**src/rtl/mks_pkg.sv**
```systemverilog
`timescale 1ns / 1ps
// ----------------------------------------------------------------------------
// Morse keying sequencer package
// Shared types, constants and the character to pattern table.
// ----------------------------------------------------------------------------
package mks_pkg;

	localparam int unsigned MKS_QUEUE_DEPTH = 2;
	localparam int unsigned MKS_DOT_W       = 16;
	localparam int unsigned MKS_DUR_W       = 20;
	localparam int unsigned MKS_MAX_ELEM    = 5;
	localparam logic [MKS_DOT_W-1:0] MKS_DOT_RESET = 16'd60;

	typedef logic [MKS_DUR_W-1:0] dur_word_t;

	// Element bits, first element in bit 0; a set bit is a dash.
	typedef struct packed {
		logic [2:0] len;
		logic [4:0] bits;
	} pat_t;

	typedef struct packed {
		pat_t pat;
		logic eot;
	} cmd_t;

	typedef struct packed {
		dur_word_t unit1;
		dur_word_t unit3;
		dur_word_t unit12;
	} dur_set_t;

	typedef enum logic [1:0] {
		ST_IDLE,
		ST_ELEM,
		ST_GAP,
		ST_CLOSE
	} seq_state_t;

	function automatic pat_t pattern_lookup(input logic [7:0] ch);
		pat_t r;
		unique case (ch)
			8'h41: r = {3'd2, 5'b00010};
			8'h42: r = {3'd4, 5'b00001};
			8'h43: r = {3'd4, 5'b00101};
			8'h44: r = {3'd3, 5'b00001};
			8'h45: r = {3'd1, 5'b00000};
			8'h46: r = {3'd4, 5'b00100};
			8'h47: r = {3'd3, 5'b00011};
			8'h48: r = {3'd4, 5'b00000};
			8'h49: r = {3'd2, 5'b00000};
			8'h4A: r = {3'd4, 5'b01110};
			8'h4B: r = {3'd3, 5'b00101};
			8'h4C: r = {3'd4, 5'b00010};
			8'h4D: r = {3'd2, 5'b00011};
			8'h4E: r = {3'd2, 5'b00001};
			8'h4F: r = {3'd3, 5'b00111};
			8'h50: r = {3'd4, 5'b00110};
			8'h51: r = {3'd4, 5'b01011};
			8'h52: r = {3'd3, 5'b00010};
			8'h53: r = {3'd3, 5'b00000};
			8'h54: r = {3'd1, 5'b00001};
			8'h55: r = {3'd3, 5'b00100};
			8'h56: r = {3'd4, 5'b01000};
			8'h57: r = {3'd3, 5'b00110};
			8'h58: r = {3'd4, 5'b01001};
			8'h59: r = {3'd4, 5'b01101};
			8'h5A: r = {3'd4, 5'b00011};
			8'h30: r = {3'd5, 5'b11111};
			8'h31: r = {3'd5, 5'b11110};
			8'h32: r = {3'd5, 5'b11100};
			8'h33: r = {3'd5, 5'b11000};
			8'h34: r = {3'd5, 5'b10000};
			8'h35: r = {3'd5, 5'b00000};
			8'h36: r = {3'd5, 5'b00001};
			8'h37: r = {3'd5, 5'b00011};
			8'h38: r = {3'd5, 5'b00111};
			8'h39: r = {3'd5, 5'b01111};
			default: r = {3'd0, 5'b00000};
		endcase
		return r;
	endfunction

endpackage

```
**src/rtl/morse_keying_sequencer_core.sv**
```systemverilog
`timescale 1ns / 1ps
// ----------------------------------------------------------------------------
// Morse keying sequencer core
// Turns characters into timed dot, dash and gap key segments.
// An accepted character passes the front-end register, the command queue and the
// sequencer state before its first segment is registered. A character of E elements
// yields 2E+1 segments (1 to 11), one per cycle unless out_ready stalls the output.
// Reset: arst_n clears all control state and sets the dot unit to 60 ticks.
// ----------------------------------------------------------------------------
module morse_keying_sequencer_core
	import mks_pkg::*;
#(
	parameter int unsigned QUEUE_DEPTH = MKS_QUEUE_DEPTH
) (
	input  logic                 clk,
	input  logic                 arst_n,
	input  logic                 cfg_valid,
	output logic                 cfg_ready,
	input  logic [MKS_DOT_W-1:0] cfg_data,
	input  logic                 in_valid,
	output logic                 in_ready,
	input  logic [7:0]           character,
	input  logic                 end_of_text,
	output logic                 out_valid,
	input  logic                 out_ready,
	output logic                 dot_key,
	output logic                 dash_key,
	output logic [MKS_DUR_W-1:0] duration,
	output logic                 last_segment
);

	dur_set_t  durs_q;
	dur_word_t wr_unit1;
	dur_word_t wr_unit3;
	logic      f_valid;
	logic      f_ready;
	cmd_t      f_cmd;
	logic      q_valid;
	logic      q_ready;
	cmd_t      q_cmd;

	assign cfg_ready = 1'b1;
	assign wr_unit1  = MKS_DUR_W'(cfg_data);
	assign wr_unit3  = wr_unit1 + {wr_unit1[MKS_DUR_W-2:0], 1'b0};

	always_ff @(posedge clk or negedge arst_n) begin
		if (!arst_n) begin
			durs_q.unit1  <= MKS_DUR_W'(MKS_DOT_RESET);
			durs_q.unit3  <= MKS_DUR_W'(MKS_DOT_RESET * 3);
			durs_q.unit12 <= MKS_DUR_W'(MKS_DOT_RESET * 12);
		end else if (cfg_valid && cfg_ready) begin
			durs_q.unit1  <= wr_unit1;
			durs_q.unit3  <= wr_unit3;
			durs_q.unit12 <= {wr_unit3[MKS_DUR_W-3:0], 2'b00};
		end
	end

	mks_front u_front (
		.clk         (clk),
		.arst_n      (arst_n),
		.in_valid    (in_valid),
		.in_ready    (in_ready),
		.character   (character),
		.end_of_text (end_of_text),
		.cmd_valid   (f_valid),
		.cmd_ready   (f_ready),
		.cmd         (f_cmd)
	);

	mks_queue #(
		.DEPTH (QUEUE_DEPTH)
	) u_queue (
		.clk        (clk),
		.arst_n     (arst_n),
		.push_valid (f_valid),
		.push_ready (f_ready),
		.push_cmd   (f_cmd),
		.pop_valid  (q_valid),
		.pop_ready  (q_ready),
		.pop_cmd    (q_cmd)
	);

	mks_back u_back (
		.clk          (clk),
		.arst_n       (arst_n),
		.cmd_valid    (q_valid),
		.cmd_ready    (q_ready),
		.cmd          (q_cmd),
		.durs         (durs_q),
		.out_valid    (out_valid),
		.out_ready    (out_ready),
		.dot_key      (dot_key),
		.dash_key     (dash_key),
		.duration     (duration),
		.last_segment (last_segment)
	);

endmodule

```
**src/rtl/mks_front.sv**
```systemverilog
`timescale 1ns / 1ps
// ----------------------------------------------------------------------------
// Morse keying front end
// Accepts characters, looks up their element patterns and hands commands on.
// ----------------------------------------------------------------------------
module mks_front
	import mks_pkg::*;
(
	input  logic       clk,
	input  logic       arst_n,
	input  logic       in_valid,
	output logic       in_ready,
	input  logic [7:0] character,
	input  logic       end_of_text,
	output logic       cmd_valid,
	input  logic       cmd_ready,
	output cmd_t       cmd
);

	logic valid_s1;
	cmd_t cmd_s1;

	assign in_ready  = !valid_s1 || cmd_ready;
	assign cmd_valid = valid_s1;
	assign cmd       = cmd_s1;

	always_ff @(posedge clk or negedge arst_n) begin
		if (!arst_n) begin
			valid_s1 <= 1'b0;
		end else if (in_ready) begin
			valid_s1 <= in_valid;
		end
	end

	always_ff @(posedge clk) begin
		if (in_valid && in_ready) begin
			cmd_s1.pat <= pattern_lookup(character);
			cmd_s1.eot <= end_of_text;
		end
	end

endmodule

```
**src/rtl/mks_queue.sv**
```systemverilog
`timescale 1ns / 1ps
// ----------------------------------------------------------------------------
// Morse keying command queue
// Small first-in first-out buffer between the front end and the sequencer.
// ----------------------------------------------------------------------------
module mks_queue
	import mks_pkg::*;
#(
	parameter int unsigned DEPTH = MKS_QUEUE_DEPTH
) (
	input  logic clk,
	input  logic arst_n,
	input  logic push_valid,
	output logic push_ready,
	input  cmd_t push_cmd,
	output logic pop_valid,
	input  logic pop_ready,
	output cmd_t pop_cmd
);

	localparam int unsigned PTR_W = (DEPTH > 1) ? $clog2(DEPTH) : 1;
	localparam int unsigned CNT_W = $clog2(DEPTH + 1);
	localparam logic [PTR_W-1:0] PTR_LAST = PTR_W'(DEPTH - 1);
	localparam logic [CNT_W-1:0] CNT_FULL = CNT_W'(DEPTH);

	cmd_t             slot_q [DEPTH];
	logic [PTR_W-1:0] wr_ptr_q;
	logic [PTR_W-1:0] rd_ptr_q;
	logic [CNT_W-1:0] count_q;
	logic             do_push;
	logic             do_pop;

	assign push_ready = (count_q != CNT_FULL);
	assign pop_valid  = (count_q != '0);
	assign pop_cmd    = slot_q[rd_ptr_q];
	assign do_push    = push_valid && push_ready;
	assign do_pop     = pop_valid && pop_ready;

	always_ff @(posedge clk or negedge arst_n) begin
		if (!arst_n) begin
			wr_ptr_q <= '0;
			rd_ptr_q <= '0;
			count_q  <= '0;
		end else begin
			if (do_push) begin
				wr_ptr_q <= (wr_ptr_q == PTR_LAST) ? '0 : wr_ptr_q + 1'b1;
			end
			if (do_pop) begin
				rd_ptr_q <= (rd_ptr_q == PTR_LAST) ? '0 : rd_ptr_q + 1'b1;
			end
			if (do_push && !do_pop) begin
				count_q <= count_q + 1'b1;
			end else if (do_pop && !do_push) begin
				count_q <= count_q - 1'b1;
			end
		end
	end

	always_ff @(posedge clk) begin
		if (do_push) begin
			slot_q[wr_ptr_q] <= push_cmd;
		end
	end

endmodule

```
**src/rtl/mks_back.sv**
```systemverilog
`timescale 1ns / 1ps
// ----------------------------------------------------------------------------
// Morse keying segment sequencer
// Walks the element pattern of each command and emits one segment a cycle while out_ready does not stall it.
// ----------------------------------------------------------------------------
module mks_back
	import mks_pkg::*;
(
	input  logic                 clk,
	input  logic                 arst_n,
	input  logic                 cmd_valid,
	output logic                 cmd_ready,
	input  cmd_t                 cmd,
	input  dur_set_t             durs,
	output logic                 out_valid,
	input  logic                 out_ready,
	output logic                 dot_key,
	output logic                 dash_key,
	output logic [MKS_DUR_W-1:0] duration,
	output logic                 last_segment
);

	seq_state_t           state_q;
	seq_state_t           state_nx;
	logic [4:0]           bits_q;
	logic [2:0]           len_q;
	logic                 eot_q;
	logic [2:0]           idx_q;
	logic                 out_valid_q;
	logic                 dot_q;
	logic                 dash_q;
	dur_word_t            dur_q;
	logic                 last_q;
	logic                 out_free;
	logic                 emit;
	logic                 pop;
	logic                 more_elem;
	logic                 seg_dot;
	logic                 seg_dash;
	dur_word_t            seg_dur;
	logic                 seg_last;
	seq_state_t           load_state;

	assign out_free   = !out_valid_q || out_ready;
	assign emit       = (state_q != ST_IDLE) && out_free;
	assign pop        = cmd_valid && ((state_q == ST_IDLE) || ((state_q == ST_CLOSE) && emit));
	assign cmd_ready  = pop;
	assign more_elem  = (idx_q + 3'd1) < len_q;
	assign load_state = (cmd.pat.len != 3'd0) ? ST_ELEM : ST_CLOSE;

	always_comb begin
		state_nx = state_q;
		unique case (state_q)
			ST_IDLE: begin
				if (pop) state_nx = load_state;
			end
			ST_ELEM: begin
				if (out_free) state_nx = ST_GAP;
			end
			ST_GAP: begin
				if (out_free) state_nx = more_elem ? ST_ELEM : ST_CLOSE;
			end
			ST_CLOSE: begin
				if (out_free) state_nx = pop ? load_state : ST_IDLE;
			end
			default: state_nx = ST_IDLE;
		endcase
	end

	always_comb begin
		seg_dot  = 1'b0;
		seg_dash = 1'b0;
		seg_dur  = durs.unit1;
		seg_last = 1'b0;
		unique case (state_q)
			ST_ELEM: begin
				seg_dash = bits_q[idx_q];
				seg_dot  = !bits_q[idx_q];
				seg_dur  = bits_q[idx_q] ? durs.unit3 : durs.unit1;
			end
			ST_CLOSE: begin
				seg_dur  = eot_q ? durs.unit12 : durs.unit3;
				seg_last = 1'b1;
			end
			default: begin
				seg_dur = durs.unit1;
			end
		endcase
	end

	always_ff @(posedge clk or negedge arst_n) begin
		if (!arst_n) begin
			state_q     <= ST_IDLE;
			idx_q       <= '0;
			out_valid_q <= 1'b0;
		end else begin
			state_q <= state_nx;
			if (pop) begin
				idx_q <= '0;
			end else if ((state_q == ST_GAP) && emit) begin
				idx_q <= idx_q + 3'd1;
			end
			if (emit) begin
				out_valid_q <= 1'b1;
			end else if (out_ready) begin
				out_valid_q <= 1'b0;
			end
		end
	end

	always_ff @(posedge clk) begin
		if (pop) begin
			bits_q <= cmd.pat.bits;
			len_q  <= cmd.pat.len;
			eot_q  <= cmd.eot;
		end
		if (emit) begin
			dot_q  <= seg_dot;
			dash_q <= seg_dash;
			dur_q  <= seg_dur;
			last_q <= seg_last;
		end
	end

	assign out_valid    = out_valid_q;
	assign dot_key      = dot_q;
	assign dash_key     = dash_q;
	assign duration     = dur_q;
	assign last_segment = last_q;

endmodule
```
**config.mk**
```make
export PLATFORM = sky130hd
export DESIGN_NAME = morse_keying_sequencer_core
export DESIGN_NICKNAME = d
export VERILOG_FILES = /design/src/rtl/mks_pkg.sv /design/src/rtl/morse_keying_sequencer_core.sv /design/src/rtl/mks_front.sv /design/src/rtl/mks_queue.sv /design/src/rtl/mks_back.sv
export SDC_FILE = /design/constraint.sdc
export NUM_CORES = 1
export LEC_CHECK = 0
export BUFFER_PORTS_ARGS = -buffer_cell sky130_fd_sc_hd__buf_2
export CAP_MARGIN = 10
export CORE_ASPECT_RATIO = 0.9
export CORE_UTILIZATION = 40
export DETAILED_ROUTE_END_ITERATION = 7
export GPL_ROUTABILITY_DRIVEN = 0
export PLACE_DENSITY = 0.63
export SLEW_MARGIN = 30
export SYNTH_ARGS = -nofsm -noshare
export SYNTH_HDL_FRONTEND = slang
export SYNTH_SLANG_ARGS = --single-unit
```
**constraint.sdc**
```tcl
create_clock -name clk -period 3.4 [get_ports clk]
set_clock_uncertainty 0.05 [all_clocks]
set_input_delay 0.68 -clock clk [delete_from_list [all_inputs] [get_ports clk]]
set_output_delay 0.68 -clock clk [all_outputs]
set_load 0.02 [all_outputs]
```
== Yosys cells after proc, flatten, opt, wreduce, memory -nomap -nowiden ==
Memory sizes are Yosys's and may differ from the RTL's. A register that Yosys moved wholly into a read port is not among the register bits.
Cells that the tools add are included.
Word-level totals
  bits in registers: 98
  bits in latches: 0
  memory bits (writable): 18
  ROM bits: 1024
  input port bits: 30
  word-level logic and storage cells: 85
  memories: 2
Memory list
  (name not given): words 128, width 8, read ports 1, clocked after memory_dff 1, write ports 0, line mks_pkg.sv:42  | unique case (ch)
  u_queue.slot_q: words 2, width 9, read ports 1, clocked after memory_dff 0, write ports 1, line mks_queue.sv:26  | cmd_t slot_q [DEPTH];
Operators by class
  $add $sub $neg: 6
  $mul: 0
  divide/modulo/power cells: 0
  order comparisons: 2
  eq/ne operators: 8
  shift-type cells: 0
  mux-type cells: 24
  bitwise logic cells: 0
  reduce and logical (&&, ||, !) cells: 25
Operators with widths (number)
  20-bit two-way mux: 2
  20-bit case mux with 2 select lines: 1
  16-bit by 17-bit adder with 18-bit output: 1
  2-bit two-way mux: 9
  2-bit nonzero test: 5
  1-bit logical AND: 9
  1-bit two-way mux: 8
  2-bit by 1-bit != test with 1-bit output (second input constant): 4
  2-bit case mux with 4 select lines: 1
  3-bit two-way mux: 2
  1-bit logical NOT: 5
  2-bit == test (second input constant): 2
  3-bit by 4-bit < comparator with 1-bit output (second input constant): 1
  4-bit AND reduction: 1
  3-bit by 1-bit adder with 3-bit output (second input constant): 1
  1-bit binary-select mux with 3-bit select: 1
  1-bit logical OR: 3
  3-bit < comparator: 1
  3-bit nonzero test: 1
  1-bit adder (second input constant): 2
  2-bit by 1-bit adder with 2-bit output (second input constant): 1
  2-bit by 1-bit == test with 1-bit output (second input constant): 1
  2-bit logical NOT: 1
  2-bit != test (second input constant): 1
  2-bit by 1-bit subtractor with 2-bit output (second input constant): 1

== Logic depth before layout (Yosys ltp) ==
  depth in word-level cells: 10
  depth in mapped cells: 9
  depth with buffers taken out: 8

== Cells and area by module ==
A second synthesis with hierarchy kept.
Second synthesis, totals
  cell total of the unflattened synthesis: 571
  area, all modules: 6331.1 sq um
By module, submodules not included
  mks_back: instances 1, cells each 213, area each 2372.3 sq um, seq. area each 1111.1 sq um
  morse_keying_sequencer_core: instances 1, cells each 212, area each 2149.6 sq um, seq. area each 835.8 sq um
  mks_front: instances 1, cells each 100, area each 948.4 sq um, seq. area each 295.3 sq um
  mks_queue: instances 1, cells each 46, area each 860.8 sq um, seq. area each 640.6 sq um

== Worst setup path after synthesis ==
OpenSTA, ideal clock, no wires.
  kind: input to register
  start point: input port cfg_data[0]
  end point: register durs_q[33] (netlist bit)
  setup time: 0.125 ns
  arrival: 2.418 ns
  required time: 3.225 ns
  path slack: 0.807 ns
  stages: 7
  cell sequence: ha_1 fa_1 a211oi_1 o211ai_1 a211oi_1 xnor2_1 mux2_2
Between the ends
  cells in the longest elaborated chain, start to end: 1
RTL lines
  start: declaration: line morse_keying_sequencer_core.sv:19  | input logic [MKS_DOT_W-1:0] cfg_data,
  16-bit by 17-bit adder with 18-bit output: line morse_keying_sequencer_core.sv:44  | assign wr_unit3 = wr_unit1 + {wr_unit1[MKS_DUR_W-2:0], 1'b0};
  end: declaration: line morse_keying_sequencer_core.sv:32  | dur_set_t durs_q;
No other way between the ends.
A chain may end at the register's enable or synchronous reset.

== Worst setup path after layout ==
  start point: input port cfg_data[1]
  end point: register durs_q[33] (netlist bit)
The elaborated chain is that of the path after synthesis.

==> results.cfg <==
[status]
status = finished, final reports clean

[critical_path]
crit_family = compound AO/OA/AOI/OAI gates
cp_max_fo = 4
crit_path_end_kind = flop
cpMaxStageDelayCell = fa_1
path_common_cell = a211oi_1
arrival_ps = 2840
path_cells = buf_2, ha_1, fa_1, a211oi_1, o211ai_1, a211oi_1, xnor2_1, mux2_2
required_ps = 3580
reg2reg_depth = 5
path_depth = 8
max_stage_delay_ps = 440
crit_buf_inv = 1
crit_type = primary input to flop
critPathLaunchType = primary input

[route]
drcViolationCount = 0
wl_per_cell_um = 17.0
wl_um = 11800
vias = 3894
first_pass_iters = 5
vias_per_cell = 5.59
antenna_left = 0
drt-initial-drc-count = 280

[clock_tree]
cts_buffers = 9
ctsHoldBuffers = 0
cts_sinks = 103
htreeDepth = 3
cts.clk_slew.worst_paths_ps = 70
cts-resized-gates = 0
cts_tree = done
post_cts_buffers = 0
clock_path_buffers = 2
clk-insertion-delay-late_ps = 350
cts-root-buf = clkbuf_16

[logic_synthesis]
post_synth.cell_area_avg_um2 = 11.6
seq_area_frac_synth_pct = 51.8
ys_top_cells_by_count = edfxtp_1, dfrtp_1, mux2_2, a21oi_1, ha_1
synth_edf_count = 59
ys_warn_count = 0
synthesis.area_mm2 = 0.00557
yosys-top-cells-area = edfxtp_1, dfrtp_1, mux2_2
yosysUniqueCellTypes = 60
synth_top_area_share_pct = 31.8
syn_nets = 538
syn_inst = 479
yosysMostFrequentCell = edfxtp_1
ys_async_sr_fraction_pct = 42.7
synthFlopType = edfxtp_1
synth.ff_latch_count = 103
synth.largest_area_cell = edfxtp_1

[global_route]
grt_usage_pct = 17.1
antenna_found_initial = 0
grt_max_degree = 47
globalRoute.totalOverflow = 0
first_global_vias = 3682
grt_pass1_wl_um = 19100

[floorplanning]
rows = 40
initial_utilization_pct = 41.3
io_pins = 56
fp.dieH_um = 114
die_w_um = 126
core_mm2 = 0.0135
dieArea_mm2 = 0.0144

[timing]
maxSlewHeadroom_pct = 38.2
worstMarginPinSlew_ps = 927
finalSetupViolations = 0
fmax_ghz = 0.376
fin_crit_sh_pct = 78.1
final_hold_viol_count = 0
fin_crit_ps = 2660
fin_tns_setup_ps = 0
report.final.slew_viol_count = 0
holdWs_ps = 283
rsz0062_at_grt = false

[place]
dpl_cell_area_mm2 = 0.00597
placed_cells = 680
hpwl_um = 8380
portBuffers = 54

[finish]
final_util_pct = 46.7
fin_cells = 696
final_area_mm2 = 0.00629
syn_to_final_growth_pct = 12.9
nets = 582
layout-drive-gt1-share_pct = 23.9
diodes = 0

[job]
drv_cap = 0

[power]
p_leak_uw = 0.00256
pwr-share-comb_pct = 35.9
clock_power_share_pct = 21.9
p_int_uw = 3260
power.density_mw_per_mm2 = 796
swShare_pct = 34.9
ir_worst_vdd_v = 0.000272
pwr-share-seq_pct = 42.3
p_switching_uw = 1750

[min_path]
hold_path.class = primary input to asynchronous set/reset pin
[worst paths after layout]
check	startpoint	endpoint	slack, ps
hold reg to reg	u_front.cmd[4]	u_queue.slot_q[0][4]	400
setup / recovery	cfg_data[1]	durs_q[33]	740
min in group clk	u_front.cmd[4]	u_queue.slot_q[0][4]	400
setup reg to reg	u_back.idx_q[0]	u_back.duration[7]	1000
hold / removal	arst_n	u_queue.count_q[1]	280
max in group asynchronous	arst_n	durs_q[54]	2600
[cell families (layout without fill, tap and decap cells)]
group	after synthesis	count (layout)	synth area share [%]
DFF	103	103	51.8
buffers and inverters	46	95	3.42
other	1	1	0.0674
and+or+nand+nor	102	102	9.31
AOI/OAI and AO/OA	143	143	18.0
muxes	39	39	8.23
xor gates and xnor gates	15	15	2.36
adders and majority gates	30	30	6.83
[state kept, by name, summed over array words and instances (netlist names)]
signal               flops
durs_q                  33
u_back.bits_q            5
u_back.dash_key          1
u_back.dot_key           1
u_back.duration         20
u_back.eot_q             1
u_back.idx_q             3
u_back.last_segment      1
u_back.len_q             3
u_back.out_valid         1
u_back.state_q           2
u_front.cmd              9
u_front.cmd_valid        1
u_queue.count_q          2
u_queue.rd_ptr_q         1
u_queue.slot_q          18
u_queue.wr_ptr_q         1
[worst register-to-register path, cell delays in order (launching register included)]
cell      delay, ps
dfrtp_1         490
mux4_2          570
a211oi_2        310
nor2_2          210
a22o_2          290
a22o_1          230
[power groups by stage]
stage	Combinational, uW	Sequential [uW]	Clock, uW
after floorplan	1170	2230	0
final	1790	2120	1090
after global routing	1960	2170	1170
after detailed placement	1790	2150	0
after CTS	1800	2120	1120
after global placement	1760	2130	0
[per-layer routing]
| metal | routed length (um) | global-route usage (%) | share of wire [%] | vias to the layer above |
|---|---|---|---|---|
| li1 | - | - | - | 1888 |
| met1 | 5860 | 24.5 | 50 | 1891 |
| met2 | 5230 | 25.6 | 44 | 108 |
| met3 | 600 | 3.80 | 5.1 | 7 |
| met4 | 114 | 6.02 | 0.97 | 0 |
| met5 | 0 | 0 | 0 | - |
[cell usage in the layout, fill, tap and decap left out, types with 10 or more instances in the layout]
cell,netlist,layout
o21ai_0,26,26
buf_2,2,53
inv_1,21,21
nor2b_1,11,11
xnor2_1,10,10
mux2_2,34,34
a22o_1,26,26
nand2_1,27,27
nor2_1,24,23
a21oi_1,29,29
ha_1,28,28
edfxtp_1,59,59
dfrtp_1,36,36
[cell type report]
type                            count  area, um2
Sequential cell                   103       2880
Multi-Input combinational cell    330       2500
Timing Repair Buffer               58        303
Fill cell                        1208       7180
Tap cell                          168        210
Clock inverter                      6       86.3
Inverter                           21       78.8
Clock buffer                       10        229
[stage by stage]
stage               setup WS [ps]  power [uW]
global route                  677        5300
finish                        744        5000
floorplan                     807        3410
detailed placement            389        3940
CTS                           758        5050
global placement              498        3890
No activity file was read; power rests on OpenSTA's default activity.
